File: config.mk
export PLATFORM = sky130hd
export DESIGN_NAME = glcm_queue
export DESIGN_NICKNAME = d
export VERILOG_FILES = /design/src/glcm_pkg.sv /design/src/glcm_queue.sv
export SDC_FILE = /design/constraint.sdc
export NUM_CORES = 1
export LEC_CHECK = 0
export ABC_AREA = 0
export BUFFER_PORTS_ARGS = -buffer_cell sky130_fd_sc_hd__buf_2
export CAP_MARGIN = 10
export CORE_ASPECT_RATIO = 1.1
export CORE_MARGIN = 1.5
export CORE_UTILIZATION = 45
export DETAILED_ROUTE_END_ITERATION = 6
export HOLD_SLACK_MARGIN = 0.02
export PLACE_DENSITY = 0.69
export SYNTH_ARGS = -nofsm -noshare
export SYNTH_HDL_FRONTEND = slang
export SYNTH_SLANG_ARGS = --single-unit
File: constraint.sdc
create_clock -name i_clk -period 3.76 [get_ports i_clk]
set_input_delay 0.188 -clock i_clk [delete_from_list [all_inputs] [get_ports i_clk]]
set_output_delay 0.188 -clock i_clk [all_outputs]
set_load 0.02 [all_outputs]
File: src/glcm_pkg.sv
// Shared constants, types and helpers for the co-occurrence matrix accumulator.
// Used by glcm_front, glcm_queue, glcm_back and the top level. No dependencies.
`default_nettype none
package glcm_pkg;

    // Sizing
    localparam int LEVELS     = 256;
    localparam int MAX_WIDTH  = 2048;
    localparam int COUNT_BITS = 32;

    localparam int LVL_BITS   = $clog2(LEVELS);
    localparam int TBL_DEPTH  = LEVELS * LEVELS;
    localparam int TBL_AW     = $clog2(TBL_DEPTH);
    localparam int COL_BITS   = $clog2(MAX_WIDTH);
    localparam int PIX_BITS   = 8;
    localparam int WID_BITS   = 12;
    localparam int DIR_BITS   = 2;
    localparam int FUNC_BITS  = 2;
    localparam int CFG_IDX_BITS = 1;
    localparam int CFG_DATA_BITS = WID_BITS;

    localparam logic [WID_BITS-1:0]   LINE_WIDTH_RESET = WID_BITS'(640);
    localparam logic [COUNT_BITS-1:0] CNT_MAX = {COUNT_BITS{1'b1}};

    // Input word function codes
    localparam logic [FUNC_BITS-1:0] FUNC_PIXEL = 2'd0;
    localparam logic [FUNC_BITS-1:0] FUNC_READ  = 2'd1;
    localparam logic [FUNC_BITS-1:0] FUNC_CLEAR = 2'd2;

    // Direction codes
    localparam logic [DIR_BITS-1:0] DIR_0   = 2'd0;
    localparam logic [DIR_BITS-1:0] DIR_90  = 2'd1;
    localparam logic [DIR_BITS-1:0] DIR_45  = 2'd2;
    localparam logic [DIR_BITS-1:0] DIR_135 = 2'd3;

    // Register indexes
    localparam logic [CFG_IDX_BITS-1:0] REG_DIRECTION  = 1'd0;
    localparam logic [CFG_IDX_BITS-1:0] REG_LINE_WIDTH = 1'd1;

    // Back-end command kinds
    localparam logic [1:0] CMD_PAIR  = 2'd0;
    localparam logic [1:0] CMD_READ  = 2'd1;
    localparam logic [1:0] CMD_CLEAR = 2'd2;

    // Queue depth
    localparam int Q_DEPTH = 4;
    localparam int Q_AW    = $clog2(Q_DEPTH);

    typedef struct packed {
        logic                    we;
        logic [CFG_IDX_BITS-1:0] index;
        logic [CFG_DATA_BITS-1:0] data;
    } t_cfg_wr;

    typedef struct packed {
        logic [1:0]        kind;
        logic              oob;   // read outside the table
        logic [TBL_AW-1:0] addr;
    } t_cmd;

    typedef struct packed {
        logic clearing;
    } t_back_status;

    // Gray level clamped into the table
    function automatic logic [LVL_BITS-1:0] to_level(input logic [PIX_BITS-1:0] v);
        if (32'(v) >= LEVELS) begin
            return LVL_BITS'(LEVELS - 1);
        end
        return v[LVL_BITS-1:0];
    endfunction

    // Table address of (reference, neighbour)
    function automatic logic [TBL_AW-1:0] tbl_addr(input logic [LVL_BITS-1:0] r,
                                                   input logic [LVL_BITS-1:0] n);
        return TBL_AW'(32'(r) * LEVELS + 32'(n));
    endfunction

endpackage
`default_nettype wire

File: src/glcm_queue.sv
// Short command queue between the front end and the table back end.
// Depends on glcm_pkg for the command type and depth.
`default_nettype none
module glcm_queue (
    input  wire logic           i_clk,
    input  wire logic           i_rst_n,
    input  wire logic           i_valid,
    output logic                o_ready,
    input  wire glcm_pkg::t_cmd i_cmd,
    output logic                o_valid,
    input  wire logic           i_ready,
    output glcm_pkg::t_cmd      o_cmd
);
    import glcm_pkg::*;

    t_cmd              r_mem [Q_DEPTH];
    logic [Q_AW-1:0]   r_wr_ptr;
    logic [Q_AW-1:0]   r_rd_ptr;
    logic [Q_AW:0]     r_count;
    logic              push;
    logic              pop;

    assign o_ready = (r_count != (Q_AW+1)'(Q_DEPTH));
    assign o_valid = (r_count != '0);
    assign o_cmd   = r_mem[r_rd_ptr];
    assign push    = i_valid && o_ready;
    assign pop     = o_valid && i_ready;

    // Storage, payload only
    always_ff @(posedge i_clk) begin
        if (push) begin
            r_mem[r_wr_ptr] <= i_cmd;
        end
    end

    // Pointers and fill level
    always_ff @(posedge i_clk) begin
        if (!i_rst_n) begin
            r_wr_ptr <= '0;
            r_rd_ptr <= '0;
            r_count  <= '0;
        end else begin
            if (push) begin
                r_wr_ptr <= r_wr_ptr + 1'b1;
            end
            if (pop) begin
                r_rd_ptr <= r_rd_ptr + 1'b1;
            end
            case ({push, pop})
                2'b10:   r_count <= r_count + 1'b1;
                2'b01:   r_count <= r_count - 1'b1;
                default: r_count <= r_count;
            endcase
        end
    end

endmodule
`default_nettype wire

==> flow_metrics.env, run 1 <==
export IMPL_fin_skew_ns=0.009270
export IMPL_setup_ws_ns=1.345
export IMPL_wl_per_cell_um=17.69
export IMPL_holdBufCountCts=0
export IMPL_pwr_share_comb_pct=24.5
export IMPL_cp_max_fo=10
export IMPL_dieHeight_um=92.52
export IMPL_maxSlewHeadroom_pct=31.07
export IMPL_critPathTopFamily="flip-flops"
export IMPL_diodes=0
export IMPL_final_layout_size_suffix_gt1_share_pct=33.98
export IMPL_internal_power_mw=1.801
export IMPL_netlist_area_um2=3278
export IMPL_period_share_pct=64.22
export IMPL_start_util_pct=46.52
export IMPL_slew_viol_final=0
export IMPL_peakVddDrop_mv=0.3172
export IMPL_rsz0062_at_grt="false"
export IMPL_core_area_um2=7047
export IMPL_grt_pass1_vias=1587
export IMPL_final_core_util_pct=53.59
export IMPL_area_growth_syn_to_layout_pct=15.19
export IMPL_drc=0
export IMPL_placed_area_um2=3562
export IMPL_fin_area_um2=3776
export IMPL_status="finished, final reports clean"
export IMPL_grt_pass1_wl_um=8259
export IMPL_critPathCaptureType="primary output"
export IMPL_antenna_found_initial=0
export IMPL_cp_arrival_ns=2.23
export IMPL_cts_tree="built"
export IMPL_drt_pass1_iterations=4
export IMPL_powerDensity_nw_per_um2=670.3
export IMPL_crit_chain="buf_4 -> mux4_1 -> buf_2"
export IMPL_cp_slowest_stage_delay_ns=0.74
export IMPL_clock_path_buffers=2
export IMPL_finalSetupViolations=0
export IMPL_ys_seq_area_share_pct=75.11
export IMPL_dr_total_vias=1530
export IMPL_cts_sinks=85
export IMPL_drt_antenna_violating_nets=0
export IMPL_min_delay_path_class="primary input to flop"
export IMPL_cap_violations=0
export IMPL_grt_max_degree=20
export IMPL_drt_total_wl_um=5149
export IMPL_min_period_ns=2.415
export IMPL_syn_instance_count=151
export IMPL_power_share_switching_pct=28.86
export IMPL_pre_cts_slack_ns=1.609
export IMPL_hpwlAfterDp_um=3181
export IMPL_startpoint_type="flop"
export IMPL_cp_num_buf_inv=2
export IMPL_fin_setup_tns_ns=0
export IMPL_yosys_warnings=0
export IMPL_post_cts_setup_buffer_count=0
export IMPL_die_area_um2=7806
export IMPL_final_nets=230
export IMPL_path_clk_slew_ns=0.08
export IMPL_worstPathRequired_ns=3.57
export IMPL_cts_buffers=9
export IMPL_grt_overflow_total=0
export IMPL_switchingPower_mw=0.7306
export IMPL_fmax_mhz=414.1
export IMPL_cts_resized_gates=0
export IMPL_pin_count=44
export IMPL_yosysUniqueCellTypes=24
export IMPL_timing_hold_ws_ns=0.04999
export IMPL_syn_nets=180
export IMPL_htreeDepth=3
export IMPL_fillers=558
export IMPL_ys_ff_latch=85
export IMPL_routabilityCongestion=0.6681
export IMPL_leakagePower_nw=1.309
export IMPL_fp_row_count=32
export IMPL_post_synth_cell_area_avg_um2=21.71
export IMPL_worstSkewPairLatency_ns=0.35
export IMPL_seqPwrFrac_pct=48.4
export IMPL_routed_via_density=5.258
export IMPL_first_iter_violations=120
export IMPL_die_x_um=84.38
export IMPL_worstMarginPinSlew_ns=1.034
export IMPL_hold_viol_final=0
export IMPL_cts_root_buf="clkbuf_8"
export IMPL_power_share_clock_pct=27.1
export IMPL_crit_type="flop to primary output"
export IMPL_critPathSlowestCell="dfxtp_1"
export IMPL_track_usage_pct=14.44
export IMPL_port_buffers=43
## power groups by stage
stage	Sequential, mW	Clock, mW	Combinational, mW
final	1.23	0.685	0.620
after global routing	1.24	0.739	0.663
after CTS	1.23	0.695	0.632
after detailed placement	1.25	0	0.628
after global placement	1.25	0	0.629
after floorplan	1.20	0	0.518
## layout make-up
| cell class | instances | area [µm²] | share of cell area, % |
|---|---|---|---|
| clock buffers | 9 | 123.9 | 3.280 |
| multi-input cells | 55 | 748.2 | 19.81 |
| well taps | 85 | 106.4 | 2.816 |
| flip-flops and latches | 85 | 2462 | 65.21 |
| clock inverters | 7 | 90.09 | 2.386 |
| inverters | 6 | 22.52 | 0.5964 |
| repair buffers | 44 | 222.7 | 5.898 |
## cells in the final DEF, fill, tap and decap left out
cell	n
a21boi_0	1
a21boi_2	1
and2_1	7
buf_2	43
buf_4	1
bufinv_16	2
clkbuf_8	9
clkinv_1	2
clkinv_2	1
clkinv_4	2
dfxtp_1	9
edfxtp_1	76
fa_1	1
ha_1	5
inv_1	6
mux2i_1	2
mux4_1	9
mux4_2	10
nand2_1	6
nor2_1	1
nor2b_1	2
o21ai_0	2
o311ai_2	1
o31a_1	1
or3_1	2
xnor2_1	3
xor2_1	1
## worst reg2reg max path: cells and delay by family, from the launching register on
| kind | cells | cell delay [ns] |
|---|---|---|
| AOI/OAI and AO/OA | 1 | 0.31 |
| DFF | 1 | 0.44 |
| and+or+nand+nor | 2 | 0.97 |
## layer usage
metal  vias to the layer above  global-route usage (%)  part of all wire (%)
met5                         -                       0                     0
met4                         0                   8.065                   2.5
met3                        13                   3.209                   4.4
met2                        34                   24.47                    50
met1                       775                   17.14                    43
li1                        708                       -                     -
## flip-flops by register name (all words and copies together) (netlist names), named ones only
register / count
r_count: 3
r_mem: 76
r_rd_ptr: 2
r_wr_ptr: 2
## cells in the mapped netlist
cell type,instances,area (µm²)
mux2i_1,2,20.02
nor2_1,1,3.750
edfxtp_1,76,2282
a21boi_2,1,11.26
nor2b_1,2,12.51
mux4_2,10,225.2
and2_1,7,43.79
o311ai_2,1,16.27
mux4_1,9,236.5
or3_1,2,12.51
fa_1,1,20.02
xnor2_1,3,26.28
dfxtp_1,9,180.2
inv_1,6,22.52
buf_6,1,11.26
clkbuf_1,1,3.750
buf_2,2,10.01
xor2_1,1,8.760
nand2_1,6,22.52
o31a_1,1,8.760
ha_1,5,62.56
o21ai_0,2,10.01
buf_12,1,20.02
a21boi_0,1,7.510
## logic make-up (layout without fill, tap and decap cells)
family          after synthesis  after routing  synth area share, %
fa+ha+maj                     6              6                2.519
flops                        85             85                75.11
mux                          21             21                14.69
simple gates                 18             18                2.900
xor+xnor                      4              4                1.069
compound gates                6              6                1.641
buf+inv                      11             66                2.061
## metrics by stage
| stage | total power [mW] | std cells |
|---|---|---|
| 2_1_floorplan | 1.714 | 151 |
| 3_3_place_gp | 1.877 | 275 |
| 3_5_place_dp | 1.881 | 275 |
| 4_1_cts | 2.559 | 291 |
| 5_1_grt | 2.646 | 291 |
| 6_report | 2.531 | 291 |
## final timing paths
| kind | start | endpoint | slack [ns] | cells after the start |
|---|---|---|---|---|
| hold reg to reg | r_wr_ptr[0]$_SDFFE_PN0P_ | r_wr_ptr[0]$_SDFFE_PN0P_ | 0.51 | 2 |
| setup / recovery | flop | o_cmd[15] | 1.35 | 3 |
| hold / removal | i_cmd[5] | r_mem[1][5]$_DFFE_PP_ | 0.05 | 1 |
| setup reg to reg | r_count[0]$_SDFFE_PN0P_ | r_mem[0][11]$_DFFE_PP_ | 1.67 | 3 |
No activity file was read; power rests on OpenSTA's default activity.
==> run 2: changes to the inputs <==
==> constraint.sdc (replaced) <==
create_clock -name i_clk -period 2.44 [get_ports i_clk]
set_input_delay 0.122 -clock i_clk [delete_from_list [all_inputs] [get_ports i_clk]]
set_output_delay 0.122 -clock i_clk [all_outputs]
set_load 0.02 [all_outputs]
==> run 2 against run 1 <==
  * Flip-flop and latch count stayed put
  * Final cell count up 8.2%
  * Count of clock-buffer cells in the layout is the same
  * Critical path depth up 6
  * First-iteration DRC count is 25% lower
  * Global-route usage fell by 0.23 points
  * Worst hold slack better by 0.051 ns
  * Setup slack got worse by 0.97 ns
  * Combinational power increased by 69%
  * Via count is 3.5% higher
  * Clock power rose by 55%
==> flow_metrics.env, run 2 (synthesized netlist as in run 1, its figures left out) <==
export IMPL_status="finished, final reports clean"
export IMPL_multi_input_area_um2=748.2
export IMPL_maxSlewHeadroom_pct=75.55
export IMPL_worstPathRequired_ns=2.71
export IMPL_area_growth_syn_to_layout_pct=22.40
export IMPL_cp_slowest_stage_delay_ns=0.37
export IMPL_final_core_util_pct=56.94
export IMPL_cts_resized_gates=0
export IMPL_crit_type="flop to flop"
export IMPL_fillers=535
export IMPL_critPathSlowestCell="dfxtp_1"
export IMPL_powerDensity_nw_per_um2=982.3
export IMPL_final_layout_size_suffix_gt1_share_pct=33.48
export IMPL_leakagePower_nw=1.417
export IMPL_slew_viol_final=0
export IMPL_seqCellArea_um2=2462
export IMPL_diodes=0
export IMPL_cts_tree="built"
export IMPL_routabilityCongestion=0.6346
export IMPL_critPathCaptureType="flop"
export IMPL_grt_max_degree=20
export IMPL_drt_total_wl_um=5044
export IMPL_drc=0
export IMPL_regMostFlops="r_mem"
export IMPL_fin_area_um2=4013
export IMPL_cp_arrival_ns=2.33
export IMPL_hold_viol_final=0
export IMPL_crit_chain="nor2_1 -> a21boi_2 -> inv_1 -> ha_1 -> inv_1 -> fa_1 -> xor2_1 -> or3_1 -> a21boi_0"
export IMPL_worstMarginPinSlew_ns=0.3668
export IMPL_cap_violations=0
export IMPL_grt_pass1_vias=1608
export IMPL_drt_pass1_iterations=4
export IMPL_die_x_um=84.38
export IMPL_dieHeight_um=92.52
export IMPL_worstSetupStartpoint="r_count[1]$_SDFFE_PN0P_"
export IMPL_dp_cells=280
export IMPL_finalSetupViolations=0
export IMPL_largest_reg_flops=76
export IMPL_clock_path_buffers=2
export IMPL_hold_start="i_rst_n"
export IMPL_fin_cells=315
export IMPL_htreeDepth=3
export IMPL_routed_via_density=5.025
export IMPL_dr_total_vias=1583
export IMPL_cts_root_buf="clkbuf_8"
export IMPL_cp_max_fo=7
export IMPL_rsz0062_at_grt="false"
export IMPL_core_area_um2=7047
export IMPL_first_iter_violations=90
export IMPL_fp_row_count=32
export IMPL_fmax_mhz=485.2
export IMPL_fin_setup_tns_ns=0
export IMPL_drt_antenna_violating_nets=0
export IMPL_antenna_found_initial=0
export IMPL_cts_buffers=9
export IMPL_fin_skew_ns=0.008443
export IMPL_hpwlAfterDp_um=3008
export IMPL_final_common_cell="edfxtp_1"
export IMPL_track_usage_pct=14.21
export IMPL_r2r_start="r_count[1]$_SDFFE_PN0P_"
export IMPL_holdBufCountCts=19
export IMPL_placed_area_um2=3600
export IMPL_post_cts_setup_buffer_count=0
export IMPL_cts_sinks=85
export IMPL_grt_overflow_total=0
export IMPL_min_delay_path_class="primary input to flop"
export IMPL_final_nets=254
export IMPL_path_common_cell="inv_1"
export IMPL_pin_count=44
export IMPL_wl_per_cell_um=16.01
export IMPL_final_cell_mix="76 x edfxtp_1, 43 x buf_2, 19 x dlygate4sd3_1, 10 x mux4_2"
export IMPL_die_area_um2=7806
export IMPL_critPathTopFamily="adder cells"
export IMPL_port_buffers=43
export IMPL_worstSkewPairLatency_ns=0.35
export IMPL_period_share_pct=84.46
export IMPL_cp_num_buf_inv=2
export IMPL_largestRegisters="r_mem x76, r_count x3"
export IMPL_peakVddDrop_mv=0.6573
export IMPL_start_util_pct=46.52
export IMPL_min_period_ns=2.061
export IMPL_path_clk_slew_ns=0.08
export IMPL_grt_pass1_wl_um=8176
export IMPL_startpoint_type="flop"
==> run 2: cell types whose count changed in the layout (fill, tap and decap cells not counted) <==
cell,previous run,this run
inv_6,0,1
buf_4,1,6
clkinv_1,2,0
clkinvlp_4,0,1
dlygate4sd3_1,0,19
==> run 2: metal layers <==
metal | share of wire [%] | vias up | GRT usage (%)
met3 | 4.1 | 8 | 4.100
met1 | 44 | 780 | 18.46
met2 | 51 | 39 | 22.60
li1 | - | 756 | -
met4 | 1.6 | 0 | 6.048
met5 | 0 | - | 0
==> run 2: worst paths after layout <==
| check | to | slack [ns] | cells after the start |
|---|---|---|---|
| setup reg to reg | r_count[2]$_SDFFE_PN0P_ | 0.38 | 9 |
| hold / removal | r_wr_ptr[0]$_SDFFE_PN0P_ | 0.10 | 3 |
| setup / recovery | r_count[2]$_SDFFE_PN0P_ | 0.38 | 9 |
| hold reg to reg | r_wr_ptr[0]$_SDFFE_PN0P_ | 0.50 | 2 |
==> run 2: layout make-up <==
type	instances	share of cell area, %
sequential	85	61.37
multi-input combinational	55	18.65
timing repair buffer	68	11.23
clock buffer	9	3.087
tap	85	2.650
clock inverter	7	2.463
inverter	6	0.5613
==> run 2: worst reg2reg max path, stage by stage, from the launching register on <==
cell and delay (ns):
dfxtp_1 0.37, nor2_1 0.19, a21boi_2 0.13, inv_1 0.09, ha_1 0.18, inv_1 0.06, fa_1 0.37, xor2_1 0.16
or3_1 0.30, a21boi_0 0.16
==> run 2: where the power goes <==
group          switching, mW  total (mW)  internal (mW)
logic                  0.581        1.05          0.472
registers             0.0655        1.82           1.76
clock network          0.483        1.06          0.581
total                   1.13        3.94           2.81
==> run 2: through the flow <==
step | hold WS [ns] | total power, mW | setup WS (ns)
6_report | 0.1011 | 3.942 | 0.3791
5_1_grt | 0.1074 | 4.143 | 0.2208
4_1_cts | 0.08552 | 4.005 | 0.3531
3_5_place_dp | 0.3364 | 2.908 | 0.3755
3_3_place_gp | 0.3362 | 2.893 | 0.4412
2_1_floorplan | 0.2209 | 2.641 | 0.5342
==> run 3: changes to the inputs <==
--- a/config.mk
+++ b/config.mk
@@ -5,7 +5,7 @@
 export SDC_FILE = /design/constraint.sdc
 export NUM_CORES = 1
 export LEC_CHECK = 0
-export ABC_AREA = 0
+export ABC_AREA = 1
 export BUFFER_PORTS_ARGS = -buffer_cell sky130_fd_sc_hd__buf_2
 export CAP_MARGIN = 10
 export CORE_ASPECT_RATIO = 1.1
==> constraint.sdc (replaced) <==
create_clock -name i_clk -period 2 [get_ports i_clk]
set_input_delay 0.1 -clock i_clk [delete_from_list [all_inputs] [get_ports i_clk]]
set_output_delay 0.1 -clock i_clk [all_outputs]
set_load 0.02 [all_outputs]
==> run 3 against run 2 <==
  * Global-route usage is 1.9 points higher
  * Synthesized area grew 3.5%
  * Synthesized cell count increased by 67%
  * First-iteration DRC count grew 5.6%
  * Critical endpoint is now o_cmd[16]
  * Largest power group unchanged
==> flow_metrics.env, run 3 <==
export IMPL_status="finished, final reports clean"
export IMPL_htreeDepth=3
export IMPL_syn_instance_count=252
export IMPL_critPathCaptureType="primary output"
export IMPL_worstSkewPairLatency_ns=0.34
export IMPL_grt_pass1_vias=2013
export IMPL_grt_pass1_wl_um=9515
export IMPL_timing_rr_end="r_count[2]$_SDFFE_PN0P_"
export IMPL_hpwlAfterDp_um=3503
export IMPL_pin_count=44
export IMPL_synth_top_family_by_area="compound AO/OA/AOI/OAI gates"
export IMPL_first_iter_violations=95
export IMPL_drc=0
export IMPL_clock_path_buffers=2
export IMPL_regMostFlops="r_mem"
export IMPL_yosys_area_top_type="edfxtp_1"
export IMPL_hold_start="i_valid"
export IMPL_worstPathRequired_ns=1.90
export IMPL_dp_cells=379
export IMPL_final_layout_size_suffix_gt1_share_pct=27.44
export IMPL_synthAdderAreaFrac_pct=2.435
export IMPL_cap_violations=0
export IMPL_drt_pass1_iterations=4
export IMPL_min_path_cells=3
export IMPL_drt_total_wl_um=5860
export IMPL_core_area_um2=7391
export IMPL_cp_max_fo=19
export IMPL_diodes=0
export IMPL_yosys_warnings=0
export IMPL_cts_resized_gates=0
export IMPL_muxShareOfSynthArea_pct=0
export IMPL_min_delay_path_class="primary input to flop"
export IMPL_timing_hold_ws_ns=0.06146
export IMPL_syn_nets=281
export IMPL_drt_antenna_violating_nets=0
export IMPL_cts_tree="built"
export IMPL_wl_per_cell_um=14.12
export IMPL_dr_total_vias=2063
export IMPL_synth_commonest_cells="76 x edfxtp_1, 38 x o21ai_0, 36 x nor2_1"
export IMPL_cts_buffers=9
export IMPL_yosysUniqueCellTypes=26
export IMPL_fin_skew_ns=0.005801
export IMPL_synth_area_top_cells="edfxtp_1 67%, o21ai_0 5.6%, dfxtp_1 5.3%"
export IMPL_worstMarginPinSlew_ns=0.5436
export IMPL_hold_path_end="r_wr_ptr[0]$_SDFFE_PN0P_"
export IMPL_post_cts_setup_buffer_count=0
export IMPL_fin_setup_tns_ns=0
export IMPL_internal_power_mw=3.147
export IMPL_start_util_pct=45.89
export IMPL_power_share_clock_pct=24.1
export IMPL_netlist_area_um2=3392
export IMPL_synth_edf_count=76
export IMPL_grt_max_degree=39
export IMPL_post_synth_cell_area_avg_um2=13.46
export IMPL_seqPwrFrac_pct=46.7
export IMPL_area_growth_syn_to_layout_pct=19.77
export IMPL_fp_row_count=33
export IMPL_peakVddDrop_mv=0.6903
export IMPL_dieHeight_um=94.06
export IMPL_leakagePower_nw=1.489
export IMPL_r2r_start="r_count[1]$_SDFFE_PN0P_"
export IMPL_synth_simple_area_share_pct=9.332
export IMPL_hold_viol_final=0
export IMPL_total_power_mw=4.718
export IMPL_synth_xor_area_share_pct=0
export IMPL_postSynth_asyncResetShare_pct=0
export IMPL_final_nets=352
export IMPL_final_cell_mix="76 x edfxtp_1, 43 x buf_2, 38 x o21ai_0, 32 x nor2_1, 20 x dlygate4sd3_1"
export IMPL_power_share_switching_pct=33.28
export IMPL_synth_compound_area_share_pct=10.25
export IMPL_rsz0062_at_grt="false"
export IMPL_cp_arrival_ns=1.76
export IMPL_r2r_cells=12
export IMPL_powerDensity_nw_per_um2=1161
export IMPL_maxSlewHeadroom_pct=63.71
export IMPL_final_common_cell="edfxtp_1"
export IMPL_largestRegisters="r_mem x76, r_count x3"
export IMPL_track_usage_pct=16.07
export IMPL_ys_ff_latch=85
export IMPL_crit_type="flop to primary output"
export IMPL_die_x_um=85.78
export IMPL_yosysMostFrequentCell="edfxtp_1"
export IMPL_routed_via_density=4.971
export IMPL_routabilityCongestion=0.7223
export IMPL_min_period_ns=1.857
export IMPL_startpoint_type="flop"
export IMPL_switchingPower_mw=1.570
export IMPL_period_share_pct=92.85
export IMPL_fin_cells=415
export IMPL_port_buffers=43
export IMPL_cts_root_buf="clkbuf_8"
export IMPL_largest_reg_flops=76
export IMPL_synth_top_area_share_pct=67.28
export IMPL_ys_seq_area_share_pct=72.59
export IMPL_setup_ws_ns=0.1431
export IMPL_cts_sinks=85
export IMPL_die_area_um2=8068
export IMPL_slew_viol_final=0
export IMPL_ys_flop_type="edfxtp_1"
export IMPL_pwr_share_comb_pct=29.3
export IMPL_pre_cts_slack_ns=0.2623
export IMPL_fmax_mhz=538.5
export IMPL_antenna_found_initial=0
export IMPL_finalSetupViolations=0
export IMPL_grt_overflow_total=0
export IMPL_rrSetupSlack_ns=0.25
export IMPL_path_clk_slew_ns=0.08
## run 3: changes by cell type in the layout (fill, tap and decap cells not counted), moves of 7 or more
cell	delta
and2_1	-7
inv_1	+9
mux4_1	-9
mux4_2	-10
nor2_1	+31
nor2_2	+15
o21ai_0	+36
o22ai_1	+19
## run 3: routing by layer
metal	share of wire [%]	routed length [µm]	GRT usage [%]	vias up
met5	0	0	0	-
met4	1.7	100	7.527	0
met3	4.0	232	4.833	10
met1	44	2574	18.25	973
met2	50	2953	27.76	34
li1	-	-	-	1046
## run 3: timing repair
item,CTS,global route
hold buffers,20,0
hold endpoints to repair,77,0
setup endpoints to repair,0,0
## run 3: critical path, stage by stage, from the launching register on
cell     delay [ns]
dfxtp_1        0.67
inv_2          0.31
o21ai_0        0.16
o22ai_1        0.12
buf_2          0.17
## run 3: area by class of cell
type	instances	area, µm²
clock inverters	6	63.81
inverters	18	67.56
multi-input cells	138	757.0
well taps	87	108.9
repair buffers	71	475.5
fillers	622	3328
flip-flops and latches	85	2462
clock buffers	10	127.6
## run 3: through the flow
stage / util, % / area (µm²)
detailed placement: 49.67 / 3671
finish: 54.97 / 4063
global placement: 49.67 / 3671
global route: 54.97 / 4063
floorplan: - / 3392
CTS: 54.97 / 4063
## run 3: power by group through the flow
stage / clock network [mW] / logic, mW / registers, mW
3_3_place_gp: 0 / 1.34 / 2.24
2_1_floorplan: 0 / 1.03 / 2.22
3_5_place_dp: 0 / 1.36 / 2.24
6_report: 1.14 / 1.38 / 2.20
4_1_cts: 1.16 / 1.39 / 2.20
5_1_grt: 1.24 / 1.54 / 2.22
## run 3: cells by family after synthesis
logic type,after synthesis
buffers and inverters,29
DFF,85
adders and majority gates,6
and+or+nand+nor,68
AOI/OAI and AO/OA,64
## run 3: worst max path at each step
stage,start,to,slack [ns],depth (start not counted)
after floorplan,r_count[1]$_SDFFE_PN0P_,r_mem[0][0]$_DFFE_PP_,0.16,4
after CTS,flop,o_cmd[13],0.12,4
final,flop,o_cmd[16],0.14,4
after global placement,r_count[1]$_SDFFE_PN0P_,r_count[2]$_SDFFE_PN0P_,0.31,12
after global routing,flop,o_cmd[3],0.03,4
after detailed placement,r_count[1]$_SDFFE_PN0P_,r_count[2]$_SDFFE_PN0P_,0.26,12
